--- config.mk ---
export PLATFORM = sky130hd
export DESIGN_NAME = co2_sensor_frame_decoder_flat
export DESIGN_NICKNAME = d
export VERILOG_FILES = /design/src/hw/rtl/cosfd_pkg.sv /design/src/hw/rtl/cosfd_if.sv /design/src/hw/rtl/cosfd_frame_ctl.sv /design/src/hw/rtl/cosfd_convert.sv /design/src/hw/rtl/co2_sensor_frame_decoder.sv /design/src/flat_wrapper.sv
export SDC_FILE = /design/constraint.sdc
export NUM_CORES = 1
export LEC_CHECK = 0
export BUFFER_PORTS_ARGS = -buffer_cell sky130_fd_sc_hd__buf_2
export CAP_MARGIN = 20
export CELL_PAD_IN_SITES_DETAIL_PLACEMENT = 0
export CELL_PAD_IN_SITES_GLOBAL_PLACEMENT = 2
export CORE_ASPECT_RATIO = 0.7
export CORE_UTILIZATION = 41
export CTS_CLUSTER_DIAMETER = 150
export CTS_CLUSTER_SIZE = 10
export DETAILED_ROUTE_END_ITERATION = 8
export GPL_TIMING_DRIVEN = 0
export PLACE_DENSITY = 0.85
export SLEW_MARGIN = 15
export SYNTH_ARGS = -nofsm -noshare
export SYNTH_HDL_FRONTEND = slang
export SYNTH_SLANG_ARGS = --single-unit
--- constraint.sdc ---
create_clock -name clock -period 24.8 [get_ports clock]
set_input_delay 4.96 -clock clock [delete_from_list [all_inputs] [get_ports clock]]
set_output_delay 4.96 -clock clock [all_outputs]
set_load 0.05 [all_outputs]
--- src/hw/rtl/cosfd_pkg.sv ---
// Shared types, constants and arithmetic helpers for the CO2 sensor frame decoder.
package cosfd_pkg;

   // CRC-8 over each word: polynomial 0x31, seed 0xFF, no final xor
   localparam logic [7:0] CRC_INIT = 8'hFF;
   localparam logic [7:0] CRC_POLY = 8'h31;

   // Byte position of the last (humidity CRC) byte of a frame
   localparam logic [3:0] FRAME_LAST = 4'd8;

   // Conversion constants
   localparam logic [8:0]         TEMP_MUL        = 9'd315;
   localparam logic [24:0]        TEMP_OFFSET     = 25'd3211215;  // 49 * 65535
   localparam logic signed [12:0] TEMP_BIAS       = 13'sd49;
   localparam logic [9:0]         HUM_MUL         = 10'd1000;
   localparam logic [25:0]        FULL_SCALE_CEIL = 26'd65534;    // full scale minus one

   // Position within the current word
   typedef enum logic [1:0] {
      PH_HIGH,
      PH_LOW,
      PH_CHECK
   } word_phase_type;

   // Frame status from the frame tracker to the top level
   typedef struct packed {
      logic last;   // item in the input register closes a frame
      logic ok;     // all three word CRCs matched, valid with last
   } frame_status_type;

   // One byte through the CRC-8 shift register
   function automatic logic [7:0] crc_feed(input logic [7:0] crc, input logic [7:0] b);
      logic [7:0] c;
      c = crc ^ b;
      for (int i = 0; i < 8; i++) begin
         if (c[7]) begin
            c = {c[6:0], 1'b0} ^ CRC_POLY;
         end else begin
            c = {c[6:0], 1'b0};
         end
      end
      return c;
   endfunction

   // floor(x / 65535) for x below 1024 * 65535: (x + (x >> 16) + 1) >> 16
   function automatic logic [9:0] div_full_scale(input logic [25:0] x);
      logic [26:0] s;
      s = {1'b0, x} + 27'(x[25:16]) + 27'd1;
      return s[25:16];
   endfunction

endpackage

--- src/hw/rtl/cosfd_if.sv ---
// Valid/ready channel interfaces for the frame byte input and the result output.
interface cosfd_req_if;
   logic       valid;
   logic       ready;
   logic [7:0] rx_byte;
   logic       frame_start;

   modport source (output valid, output rx_byte, output frame_start, input ready);
   modport sink   (input valid, input rx_byte, input frame_start, output ready);
endinterface

interface cosfd_rsp_if;
   logic               valid;
   logic               ready;
   logic               frame_ok;
   logic [15:0]        co2_ppm;
   logic signed [12:0] temp_tenths_f;
   logic [9:0]         humidity_tenths;

   modport source (output valid, output frame_ok, output co2_ppm, output temp_tenths_f,
                   output humidity_tenths, input ready);
   modport sink   (input valid, input frame_ok, input co2_ppm, input temp_tenths_f,
                   input humidity_tenths, output ready);
endinterface

--- src/hw/rtl/cosfd_frame_ctl.sv ---
// Frame tracker: byte position, per-word CRC check and raw word capture.
module cosfd_frame_ctl (
   input  logic                        clock,
   input  logic                        reset,
   input  logic                        step,        // item in the input register is consumed
   input  logic [7:0]                  rx_byte,
   input  logic                        frame_start,
   output cosfd_pkg::frame_status_type status,
   output logic [15:0]                 raw_co2,
   output logic [15:0]                 raw_temp,
   output logic [15:0]                 raw_hum
);
   import cosfd_pkg::*;

   logic [3:0]  pos_ff, pos_in;
   logic [7:0]  crc_ff, crc_in;
   logic [7:0]  high_ff, high_in;
   logic [15:0] co2_ff, co2_in;
   logic [15:0] temp_ff, temp_in;
   logic [15:0] hum_ff, hum_in;
   logic        failed_ff, failed_in;

   logic [3:0]     pos;
   word_phase_type phase;
   logic [15:0]    word;

   // Effective position of this byte: start mark or out-of-range restarts the frame
   always_comb begin
      pos = (frame_start || (pos_ff > FRAME_LAST)) ? 4'd0 : pos_ff;
      case (pos) inside
         4'd0, 4'd3, 4'd6: phase = PH_HIGH;
         4'd1, 4'd4, 4'd7: phase = PH_LOW;
         default:          phase = PH_CHECK;
      endcase
   end

   assign word = {high_ff, rx_byte};

   // Next state for one byte
   always_comb begin
      pos_in    = (pos == FRAME_LAST) ? 4'd0 : pos + 4'd1;
      crc_in    = crc_ff;
      high_in   = high_ff;
      co2_in    = co2_ff;
      temp_in   = temp_ff;
      hum_in    = hum_ff;
      failed_in = failed_ff;
      case (phase)
         PH_HIGH: begin
            crc_in  = crc_feed(CRC_INIT, rx_byte);
            high_in = rx_byte;
            if (pos == 4'd0) begin
               failed_in = 1'b0;
            end
         end
         PH_LOW: begin
            crc_in = crc_feed(crc_ff, rx_byte);
            case (pos)
               4'd1:    co2_in  = word;
               4'd4:    temp_in = word;
               default: hum_in  = word;
            endcase
         end
         default: begin
            if (crc_ff != rx_byte) begin
               failed_in = 1'b1;
            end
         end
      endcase
   end

   always_ff @(posedge clock) begin
      if (reset) begin
         pos_ff    <= 4'd0;
         crc_ff    <= CRC_INIT;
         high_ff   <= 8'd0;
         co2_ff    <= 16'd0;
         temp_ff   <= 16'd0;
         hum_ff    <= 16'd0;
         failed_ff <= 1'b0;
      end else if (step) begin
         pos_ff    <= pos_in;
         crc_ff    <= crc_in;
         high_ff   <= high_in;
         co2_ff    <= co2_in;
         temp_ff   <= temp_in;
         hum_ff    <= hum_in;
         failed_ff <= failed_in;
      end
   end

   // The last byte is the humidity CRC; all raw words are already captured
   assign status.last = (pos == FRAME_LAST);
   assign status.ok   = !failed_ff && (crc_ff == rx_byte);
   assign raw_co2     = co2_ff;
   assign raw_temp    = temp_ff;
   assign raw_hum     = hum_ff;

endmodule

--- src/hw/rtl/cosfd_convert.sv ---
// Raw word to engineering unit conversion for temperature and humidity.
module cosfd_convert (
   input  logic [15:0]        raw_temp,
   input  logic [15:0]        raw_hum,
   output logic signed [12:0] temp_tenths_f,
   output logic [9:0]         humidity_tenths
);
   import cosfd_pkg::*;

   logic [24:0]        temp_scaled;
   logic [9:0]         quot_floor;
   logic [9:0]         quot_ceil;
   logic [9:0]         quot;
   logic signed [12:0] deg;
   logic [25:0]        hum_scaled;

   // Temperature: trunc(315*raw/65535 - 49) * 10; below the offset truncation
   // toward zero means taking the ceiling of the scaled quotient
   always_comb begin
      temp_scaled   = 25'(raw_temp * TEMP_MUL);
      quot_floor    = div_full_scale(26'(temp_scaled));
      quot_ceil     = div_full_scale(26'(temp_scaled) + FULL_SCALE_CEIL);
      quot          = (temp_scaled >= TEMP_OFFSET) ? quot_floor : quot_ceil;
      deg           = $signed({3'b000, quot}) - TEMP_BIAS;
      temp_tenths_f = (deg <<< 3) + (deg <<< 1);
   end

   // Humidity: floor(1000*raw/65535)
   always_comb begin
      hum_scaled      = 26'(raw_hum * HUM_MUL);
      humidity_tenths = div_full_scale(hum_scaled);
   end

endmodule

--- src/hw/rtl/co2_sensor_frame_decoder.sv ---
// Top level of the CO2 sensor measurement frame decoder.
// Takes a 9-byte measurement frame one byte per item (three big-endian words, CO2,
// temperature and humidity, each followed by a CRC-8 with polynomial 0x31 and seed
// 0xFF) and gives one result item after the ninth byte: the CRC verdict and the held
// readings, which are refreshed only by a good frame. frame_start restarts the frame
// at the current byte; without it frames may follow back to back. One byte is taken
// every cycle: a byte sits in the input register, where the CRC step and the
// constant-multiply conversions are done, and a frame's result enters the output
// register as its last byte leaves. Only a result waiting in the output register while a
// frame's last byte is ready to complete holds off the input.
module co2_sensor_frame_decoder (
   input  logic        clock,
   input  logic        reset,
   cosfd_req_if.sink   req_chan,
   cosfd_rsp_if.source rsp_chan
);
   import cosfd_pkg::*;

   // Input register
   logic       in_valid_ff, in_valid_in;
   logic [7:0] in_byte_ff;
   logic       in_start_ff;

   // Held readings
   logic [15:0]        held_co2_ff, held_co2_in;
   logic signed [12:0] held_temp_ff, held_temp_in;
   logic [9:0]         held_hum_ff, held_hum_in;

   // Output register
   logic               out_valid_ff, out_valid_in;
   logic               out_ok_ff;
   logic [15:0]        out_co2_ff;
   logic signed [12:0] out_temp_ff;
   logic [9:0]         out_hum_ff;

   frame_status_type   status;
   logic [15:0]        raw_co2;
   logic [15:0]        raw_temp;
   logic [15:0]        raw_hum;
   logic signed [12:0] conv_temp;
   logic [9:0]         conv_hum;
   logic               advance;
   logic               take;
   logic               emit;

   // Item in the input register moves on unless it closes a frame and the
   // output register holds a result that is not being taken
   assign advance = in_valid_ff && (!status.last || !out_valid_ff || rsp_chan.ready);
   assign emit    = advance && status.last;
   assign take    = req_chan.valid && req_chan.ready;
   assign req_chan.ready = !in_valid_ff || advance;

   cosfd_frame_ctl u_frame_ctl (
      .clock       (clock),
      .reset       (reset),
      .step        (advance),
      .rx_byte     (in_byte_ff),
      .frame_start (in_start_ff),
      .status      (status),
      .raw_co2     (raw_co2),
      .raw_temp    (raw_temp),
      .raw_hum     (raw_hum)
   );

   cosfd_convert u_convert (
      .raw_temp        (raw_temp),
      .raw_hum         (raw_hum),
      .temp_tenths_f   (conv_temp),
      .humidity_tenths (conv_hum)
   );

   // Next held readings: a good frame replaces them
   always_comb begin
      held_co2_in  = held_co2_ff;
      held_temp_in = held_temp_ff;
      held_hum_in  = held_hum_ff;
      if (status.ok) begin
         held_co2_in  = raw_co2;
         held_temp_in = conv_temp;
         held_hum_in  = conv_hum;
      end
   end

   // Valid flags
   always_comb begin
      in_valid_in = take ? 1'b1 : (advance ? 1'b0 : in_valid_ff);
      if (emit) begin
         out_valid_in = 1'b1;
      end else if (rsp_chan.ready) begin
         out_valid_in = 1'b0;
      end else begin
         out_valid_in = out_valid_ff;
      end
   end

   // Control state
   always_ff @(posedge clock) begin
      if (reset) begin
         in_valid_ff  <= 1'b0;
         out_valid_ff <= 1'b0;
         held_co2_ff  <= 16'd0;
         held_temp_ff <= 13'sd0;
         held_hum_ff  <= 10'd0;
      end else begin
         in_valid_ff  <= in_valid_in;
         out_valid_ff <= out_valid_in;
         if (emit) begin
            held_co2_ff  <= held_co2_in;
            held_temp_ff <= held_temp_in;
            held_hum_ff  <= held_hum_in;
         end
      end
   end

   // Payload registers
   always_ff @(posedge clock) begin
      if (take) begin
         in_byte_ff  <= req_chan.rx_byte;
         in_start_ff <= req_chan.frame_start;
      end
      if (emit) begin
         out_ok_ff   <= status.ok;
         out_co2_ff  <= held_co2_in;
         out_temp_ff <= held_temp_in;
         out_hum_ff  <= held_hum_in;
      end
   end

   assign rsp_chan.valid           = out_valid_ff;
   assign rsp_chan.frame_ok        = out_ok_ff;
   assign rsp_chan.co2_ppm         = out_co2_ff;
   assign rsp_chan.temp_tenths_f   = out_temp_ff;
   assign rsp_chan.humidity_tenths = out_hum_ff;

endmodule

--- src/flat_wrapper.sv ---
// flat-port wrapper written by rule: the top's interface ports become plain ports
module co2_sensor_frame_decoder_flat import cosfd_pkg::*;
  (clock, reset, req_chan_valid, req_chan_rx_byte, req_chan_frame_start, req_chan_ready, rsp_chan_valid, rsp_chan_frame_ok, rsp_chan_co2_ppm, rsp_chan_temp_tenths_f, rsp_chan_humidity_tenths, rsp_chan_ready);
  cosfd_req_if req_chan_i ();
  cosfd_rsp_if rsp_chan_i ();
  input  logic clock;
  input  logic reset;
  input wire logic [$bits(req_chan_i.valid)-1:0] req_chan_valid;
  input wire logic [$bits(req_chan_i.rx_byte)-1:0] req_chan_rx_byte;
  input wire logic [$bits(req_chan_i.frame_start)-1:0] req_chan_frame_start;
  output wire logic [$bits(req_chan_i.ready)-1:0] req_chan_ready;
  output wire logic [$bits(rsp_chan_i.valid)-1:0] rsp_chan_valid;
  output wire logic [$bits(rsp_chan_i.frame_ok)-1:0] rsp_chan_frame_ok;
  output wire logic [$bits(rsp_chan_i.co2_ppm)-1:0] rsp_chan_co2_ppm;
  output wire logic [$bits(rsp_chan_i.temp_tenths_f)-1:0] rsp_chan_temp_tenths_f;
  output wire logic [$bits(rsp_chan_i.humidity_tenths)-1:0] rsp_chan_humidity_tenths;
  input wire logic [$bits(rsp_chan_i.ready)-1:0] rsp_chan_ready;
  assign req_chan_i.valid = req_chan_valid;
  assign req_chan_i.rx_byte = req_chan_rx_byte;
  assign req_chan_i.frame_start = req_chan_frame_start;
  assign req_chan_ready = req_chan_i.ready;
  assign rsp_chan_valid = rsp_chan_i.valid;
  assign rsp_chan_frame_ok = rsp_chan_i.frame_ok;
  assign rsp_chan_co2_ppm = rsp_chan_i.co2_ppm;
  assign rsp_chan_temp_tenths_f = rsp_chan_i.temp_tenths_f;
  assign rsp_chan_humidity_tenths = rsp_chan_i.humidity_tenths;
  assign rsp_chan_i.ready = rsp_chan_ready;
  co2_sensor_frame_decoder u_core (.clock(clock), .reset(reset), .req_chan(req_chan_i), .rsp_chan(rsp_chan_i));
endmodule
==> results of run 1 <==
through the flow:
step | total power (W) | cells | setup WS (ps) | utilization
4_1_cts | 0.000587 | 2167 | 13620 | 0.461
3_5_place_dp | 0.000317 | 2135 | 13660 | 0.444
3_3_place_gp | 0.000317 | 2133 | 13800 | 0.443
5_1_grt | 0.000604 | 2168 | 12840 | 0.461
2_1_floorplan | 0.000308 | 1608 | 14290 | -
6_report | 0.000582 | 2168 | 13490 | 0.461
worst reg2reg max path: cells and delay by family, from the launching register on:
| kind | cells | cell delay (ps) |
|---|---|---|
| AO/OA/AOI/OAI | 14 | 3580 |
| buffers and inverters | 3 | 180 |
| XOR/XNOR | 4 | 1170 |
| flip-flops | 1 | 570 |
| AND/OR/NAND/NOR | 11 | 1810 |
| adder cells (fa/ha/maj) | 9 | 3810 |
metal layers:
metal  up-vias  routed length (µm)  global-route usage
met4         0                 145              0.0296
met5         -                   0                   0
met2       250               14300               0.280
li1       5656                   -                   -
met1      5581               21500               0.367
met3        13                1670              0.0315
synthesized netlist by cell type, types with 4 or more instances:
library cell | instances | area [µm²]
a2111oi_0 | 5 | 43.8
a211o_1 | 12 | 105
a211oi_1 | 18 | 135
a21o_1 | 23 | 173
a21oi_1 | 62 | 310
a31oi_1 | 7 | 43.8
and2_1 | 12 | 75.1
and3_1 | 7 | 43.8
and4_1 | 5 | 43.8
buf_2 | 7 | 35.0
clkbuf_1 | 53 | 199
dfxtp_1 | 110 | 2200
edfxtp_1 | 49 | 1470
fa_1 | 108 | 2160
ha_1 | 156 | 1950
inv_1 | 176 | 661
mux2_2 | 6 | 67.6
mux2i_1 | 60 | 601
nand2_1 | 133 | 499
nand2b_1 | 10 | 62.6
nand3_1 | 30 | 150
nand3b_1 | 5 | 37.5
nand4_1 | 18 | 113
nor2_1 | 175 | 657
nor2b_1 | 9 | 56.3
nor3_1 | 50 | 250
nor3b_1 | 4 | 30.0
nor4_1 | 9 | 56.3
nor4b_1 | 5 | 43.8
o211ai_1 | 9 | 67.6
o21a_1 | 10 | 75.1
o21ai_0 | 54 | 270
o21bai_1 | 5 | 37.5
o31ai_1 | 4 | 30.0
or2_2 | 6 | 37.5
or3_1 | 6 | 37.5
or4_1 | 6 | 45.0
xnor2_1 | 83 | 727
xor2_1 | 28 | 245
kinds of logic after synthesis:
| logic type | after synthesis | share of synthesized area |
|---|---|---|
| XOR/XNOR | 113 | 0.0693 |
| AO/OA/AOI/OAI | 264 | 0.127 |
| AND/OR/NAND/NOR | 501 | 0.161 |
| flip-flops | 159 | 0.252 |
| adder cells (fa/ha/maj) | 264 | 0.282 |
| multiplexers | 66 | 0.0458 |
| buffers and inverters | 241 | 0.0628 |
worst max-delay path by stage:
stage,startpoint,endpoint,slack [ps],depth (start not counted)
3_3_place_gp,u_core.u_frame_ctl.raw_temp[9],u_core.held_temp_ff[11],13800,41
4_1_cts,u_core.u_frame_ctl.raw_temp[9],u_core.held_temp_ff[11],13620,41
6_report,u_core.u_frame_ctl.raw_temp[9],u_core.rsp_chan.temp_tenths_f[11],13490,41
3_5_place_dp,u_core.u_frame_ctl.raw_temp[9],u_core.held_temp_ff[11],13660,41
2_1_floorplan,rsp_chan_ready,req_chan_ready,14290,3
5_1_grt,u_core.u_frame_ctl.raw_temp[9],u_core.held_temp_ff[11],12840,41
registers in the layout, summed over array words and instances (netlist names), 4 cells and up:
| name | cells |
|---|---|
| u_core.held_co2_ff | 16 |
| u_core.rsp_chan.co2_ppm | 16 |
| u_core.u_frame_ctl.raw_co2 | 16 |
| u_core.u_frame_ctl.raw_hum | 16 |
| u_core.u_frame_ctl.raw_temp | 16 |
| u_core.held_temp_ff | 13 |
| u_core.rsp_chan.temp_tenths_f | 13 |
| u_core.held_hum_ff | 10 |
| u_core.rsp_chan.humidity_tenths | 10 |
| u_core.in_byte_ff | 8 |
| u_core.u_frame_ctl.crc_ff | 8 |
| u_core.u_frame_ctl.high_ff | 8 |
| u_core.u_frame_ctl.pos_ff | 4 |
final cells by class:
type	instances	area, µm²
buffer	63	250
clock buffer	18	429
clock inverter	14	165
fill	3395	18800
inverter	178	668
multi-input combinational	1208	10000
sequential	159	3670
tap	472	591
timing repair buffer	56	295
power by group:
group | internal [W] | leakage (nW) | switching, W
logic | 0.0000158 | 6.02 | 0.0000228
registers | 0.000270 | 1.34 | 0.00000333
clock network | 0.000158 | 0.287 | 0.000112
==> results.py, run 1 <==
metrics = {
    "status": {
        "status": "completed",
    },
    "timing": {
        "finalHoldViolations": 0,
        "max_slew.worst_pin.slew_ps": 959,
        "slew_headroom": 0.361,
        "fin_skew_ps": 11.2,
        "rsz0062_at_grt": "false",
        "timing.fmax_mhz": 88.4,
        "finalSetupViolations": 0,
        "setup_tns_ps": 0,
        "finalMaxSlewViolations": 0,
        "final.min_clock_period_ps": 11310,
        "hold_slack_ps": 458,
        "fin_crit_sh": 0.456,
    },
    "min_path": {
        "min_delay_worst_endpoint": "u_core.held_temp_ff[9]",
        "hp-class": "flip-flop to flip-flop",
        "hold-path-cell-count": 2,
        "hp-start": "u_core.held_temp_ff[9]",
    },
    "worst_setup_path": {
        "rr_endpoint": "u_core.rsp_chan.temp_tenths_f[11]",
        "worst_setup_path_start_kind": "flip-flop",
        "cp_common_cell": "ha_1",
        "crit_buf_inv": 3,
        "r2r_cells": 41,
        "r2r_start": "u_core.u_frame_ctl.raw_temp[9]",
        "endpoint_kind": "flip-flop",
        "rrSetupSlack_ps": 13490,
        "critPathArrivalTime_ps": 11540,
        "crit_type": "flip-flop to flip-flop",
        "crit_family": "adder cells",
        "cp_max_fo": 8,
        "cpPeakStageDelay_ps": 640,
        "worst_ep_required_time_ps": 25030,
        "cp_slowest_cell": "xnor2_1",
    },
    "clock_tree": {
        "clkTransAtPathRegs_ps": 70,
        "cts_made_buffers": 17,
        "cts_tree": "yes",
        "cts-htree-levels": 4,
        "cts.sinks": 159,
        "cts_resized": 0,
        "cts_root_buf": "clkbuf_16",
        "clk_latency_ps": 450,
        "cts_setup_buffers": 0,
        "cts_buffer_depth": 2,
        "cts_hold_buf": 0,
    },
    "routing": {
        "ant_nets": 0,
        "dr.pass1.iters": 5,
        "drtIter0Drc": 844,
        "routed_via_density": 5.30,
        "drc_errors": 0,
        "dr_total_vias": 11500,
        "wl_per_cell_um": 17.4,
        "wl_mm": 37.7,
    },
    "layout": {
        "layout-drive-gt1-share": 0.0784,
        "area_growth_pct": 10.2,
        "antenna_cells": 0,
        "mostFrequentLayoutCell": "inv_1",
        "nets": 1960,
        "final_cell_mix": "inv_1 (176), nor2_1 (175), ha_1 (156)",
        "stdcell_area_mm2": 0.0161,
    },
    "synth": {
        "synth_area_per_cell_um2": 9.08,
        "synthesis.instances": 1608,
        "async_reset_ff_frac": 0,
        "synth_seq_cells": 159,
        "synth_flop_cell": "dfxtp_1",
        "synth.distinct_cells": 88,
        "yosys_warnings": 0,
        "synth_fp_nets": 1885,
        "syn-cell-area_mm2": 0.0146,
        "synth_edf_count": 49,
        "yosysSeqAreaShare": 0.252,
    },
    "die": {
        "io_pins": 55,
        "die_y_um": 160,
        "num_rows": 57,
        "coreArea_mm2": 0.0349,
        "initial_core_util": 0.419,
        "die_w_um": 228,
        "die-area_mm2": 0.0364,
    },
    "run": {
        "maxCapViolations": 0,
    },
    "grt": {
        "antenna_found_initial": 0,
        "grt.total_usage": 0.215,
        "grt_pass1_wl_mm": 60.7,
        "grt_start_max_net_pins": 37,
        "grt_pass1_vias": 10791,
        "gr-total-overflow": 0,
    },
    "power": {
        "p_per_area_mw_per_mm2": 36.2,
        "p_leak_nw": 7.64,
        "peakVddDrop_mv": 0.0545,
    },
    "placed_design": {
        "port-buffer-count": 53,
        "gp_congestion": 0.866,
        "dp_hpwl_mm": 30.5,
        "postPlaceCellArea_mm2": 0.0155,
    },
}
No activity file was read; power rests on OpenSTA's default activity.
==> run 2: changes to the inputs <==
Settings changed: ABC_AREA from default to 1, CORE_UTILIZATION 41 to 35, PLACE_DENSITY 0.85 to 0.82.
Clock period 24.8 ns to 9.4 ns, I/O delays scaled along.
==> run 2 against run 1 <==
Against the previous run:
- sequential power grew to 2.6 times the previous value
- synthesized cell count is 20% higher
- sequential cell count stayed put
- clock power grew to 2.5 times the previous value
- clock-buffer cell count is 1 higher
- clock skew is 8.8 ps higher
- critical path depth is 7 higher
- routed wire length is 9.3% higher
- fmax is 30% higher
- non-clock buffer count is 20 lower
- global-route usage is 1.9 points lower
- die area is 19% higher
==> results.py, run 2 <==
metrics = {
    "worst_setup_path": {
        "critPathArrivalTime_ps": 8870,
        "rrSetupSlack_ps": 710,
        "r2r_cells": 48,
        "endpoint_kind": "flip-flop",
        "rr_endpoint": "u_core.rsp_chan.temp_tenths_f[10]",
        "cp_common_cell": "nand2_1",
        "crit_type": "flip-flop to flip-flop",
        "r2r_start": "u_core.u_frame_ctl.raw_temp[7]",
        "cp_slowest_cell": "dfxtp_1",
        "cpPeakStageDelay_ps": 580,
        "worst_setup_path_start_kind": "flip-flop",
        "cp_max_fo": 9,
        "worst_ep_required_time_ps": 9580,
    },
    "placed_design": {
        "port-buffer-count": 53,
        "dp_cells": 2535,
        "dp_hpwl_mm": 34.1,
        "dp_slack_ps": 419,
        "postPlaceCellArea_mm2": 0.0159,
        "gp_congestion": 0.879,
    },
    "power": {
        "peakVddDrop_mv": 0.127,
        "p_switching_w": 0.000413,
        "p_leak_nw": 8.45,
        "p_per_area_mw_per_mm2": 92.2,
        "p_comb_frac": 0.080,
        "p_seq_frac": 0.475,
        "power.share.clock": 0.445,
        "sw_frac_of_total": 0.272,
        "intPower_w": 0.00111,
    },
    "die": {
        "coreArea_mm2": 0.0415,
        "io_pins": 55,
        "die-area_mm2": 0.0434,
        "die_y_um": 175,
        "initial_core_util": 0.359,
        "num_rows": 62,
        "die_w_um": 249,
    },
    "layout": {
        "final_cell_mix": "nand2_1 (359), inv_1 (332), nor2_1 (163)",
        "layout-drive-gt1-share": 0.0860,
        "mostFrequentLayoutCell": "nand2_1",
        "antenna_cells": 0,
        "stdcell_area_mm2": 0.0165,
        "fin_cells": 2567,
        "nets": 2287,
        "area_growth_pct": 10.5,
    },
    "clock_tree": {
        "cts_root_buf": "clkbuf_16",
        "cts_buffer_depth": 2,
        "clk_latency_ps": 450,
        "cts_made_buffers": 17,
        "cts_tree": "yes",
        "cts_setup_buffers": 0,
        "cts-htree-levels": 4,
        "clkTransAtPathRegs_ps": 70,
        "cts.sinks": 159,
    },
    "synth": {
        "yosys-top-cells-count": "nand2_1 (362), inv_1 (332), nor2_1 (165), ha_1 (156), o21ai_0 (137)",
        "synth_seq_cells": 159,
        "synth_area_leader_cell": "dfxtp_1",
        "post-synth-top-count-cell": "nand2_1",
        "yosys_warnings": 0,
        "synth_flop_cell": "dfxtp_1",
        "synth_fp_nets": 2214,
        "yosysSeqAreaShare": 0.247,
        "async_reset_ff_frac": 0,
        "synth.distinct_cells": 56,
        "synthTopCellsByArea": "dfxtp_1 (15%), fa_1 (15%), ha_1 (13%), edfxtp_1 (9.9%), nand2_1 (9.1%)",
        "synthesis.instances": 1937,
        "netlist.area_leader.share": 0.148,
        "synth_area_per_cell_um2": 7.69,
        "syn-cell-area_mm2": 0.0149,
        "synth_edf_count": 49,
    },
    "grt": {
        "antenna_found_initial": 0,
        "gr-total-overflow": 0,
        "grt_pass1_wl_mm": 66.9,
        "grt.total_usage": 0.196,
        "grt_pass1_vias": 12146,
        "grt_start_max_net_pins": 37,
    },
    "timing": {
        "setup_tns_ps": 0,
        "fin_crit_sh": 0.925,
        "finalMaxSlewViolations": 0,
        "max_slew.worst_pin.slew_ps": 941,
        "timing.fmax_mhz": 115,
        "final.min_clock_period_ps": 8690,
        "slew_headroom": 0.368,
        "finalSetupViolations": 0,
        "finalHoldViolations": 0,
        "fin_skew_ps": 20.0,
        "layout_setup_ws_ps": 709,
    },
    "routing": {
        "dr.pass1.iters": 5,
        "ant_nets": 0,
        "drtIter0Drc": 748,
        "wl_mm": 41.2,
        "drc_errors": 0,
        "routed_via_density": 4.87,
        "dr_total_vias": 12504,
        "wl_per_cell_um": 16.0,
    },
    "status": {
        "status": "completed",
    },
    "run": {
        "maxCapViolations": 0,
    },
    "min_path": {
        "hp-class": "flip-flop to flip-flop",
        "hold-path-cell-count": 2,
        "hp-start": "u_core.held_co2_ff[6]",
        "min_delay_worst_endpoint": "u_core.held_co2_ff[6]",
    },
}
==> run 2: cell count changes after synthesis, moves of 30 or more <==
cell     change
a21oi_1     +54
inv_1      +156
mux2i_1     -60
nand2_1    +229
nand3_1     +76
o21ai_0     +83
xnor2_1     -60
xor2_1      +30
==> run 2: worst max-delay path, delay by kind of cell (launching register included) <==
kind,cells,cell delay [ps]
adders and majority gates,8,3130
buffers and inverters,8,750
xor gates and xnor gates,3,520
DFF,1,580
and+or+nand+nor,23,2390
AOI/OAI and AO/OA,6,1010
==> run 2: power by group through the flow <==
stage	clock [W]	sequential, W	combinational [W]
floorplan	0	0.000734	0.0000905
global placement	0	0.000737	0.000120
detailed placement	0	0.000737	0.000120
CTS	0.000692	0.000721	0.000121
global route	0.000718	0.000722	0.000136
finish	0.000675	0.000722	0.000121
==> run 2: kinds of logic after synthesis <==
family	after synthesis	synth area share
AND/OR/NAND/NOR	742	0.218
XOR/XNOR	83	0.0498
AO/OA/AOI/OAI	302	0.111
adder cells (fa/ha/maj)	264	0.276
flip-flops	159	0.247
buffers and inverters	387	0.0981
==> run 2: final cells by class <==
class,instances,area (µm²)
inverters,342,1280
well taps,544,681
clock buffers,19,433
clock inverters,13,121
plain buffers,45,178
flip-flops and latches,159,3680
repair buffers,54,285
multi-input cells,1391,9800
fillers,4362,25000
==> run 2: how the worst max path moves through the flow <==
| stage | startpoint | end | slack, ps | cells past startpoint |
|---|---|---|---|---|
| floorplan | u_core.u_frame_ctl.raw_temp[11] | u_core.rsp_chan.temp_tenths_f[12] | 1890 | 50 |
| global placement | u_core.u_frame_ctl.raw_temp[5] | u_core.rsp_chan.temp_tenths_f[10] | 500 | 48 |
| detailed placement | u_core.u_frame_ctl.raw_temp[5] | u_core.rsp_chan.temp_tenths_f[10] | 420 | 48 |
| CTS | u_core.u_frame_ctl.raw_temp[7] | u_core.rsp_chan.temp_tenths_f[10] | 340 | 48 |
| global route | u_core.u_frame_ctl.raw_temp[12] | u_core.rsp_chan.temp_tenths_f[12] | -3 | 49 |
| finish | u_core.u_frame_ctl.raw_temp[7] | u_core.rsp_chan.temp_tenths_f[10] | 710 | 48 |
==> run 2: per-stage QoR <==
stage,util,total power (W),hold slack (ps)
floorplan,-,0.000824,425
global placement,0.382,0.000857,433
detailed placement,0.382,0.000857,440
CTS,0.396,0.00154,451
global route,0.397,0.00158,467
finish,0.397,0.00152,447
==> run 2: what timing repair did <==
item / in CTS / in global routing
endpoints found under the setup margin: 0 / 9
hold buffers: 0 / 0
gates resized for setup: 0 / 18
==> run 2: routing by layer <==
layer	GRT usage	share of wire	up-vias
met5	0	0	-
met4	0.0344	0.0087	0
met1	0.302	0.55	5876
li1	-	-	6388
met2	0.292	0.41	217
met3	0.0262	0.040	23
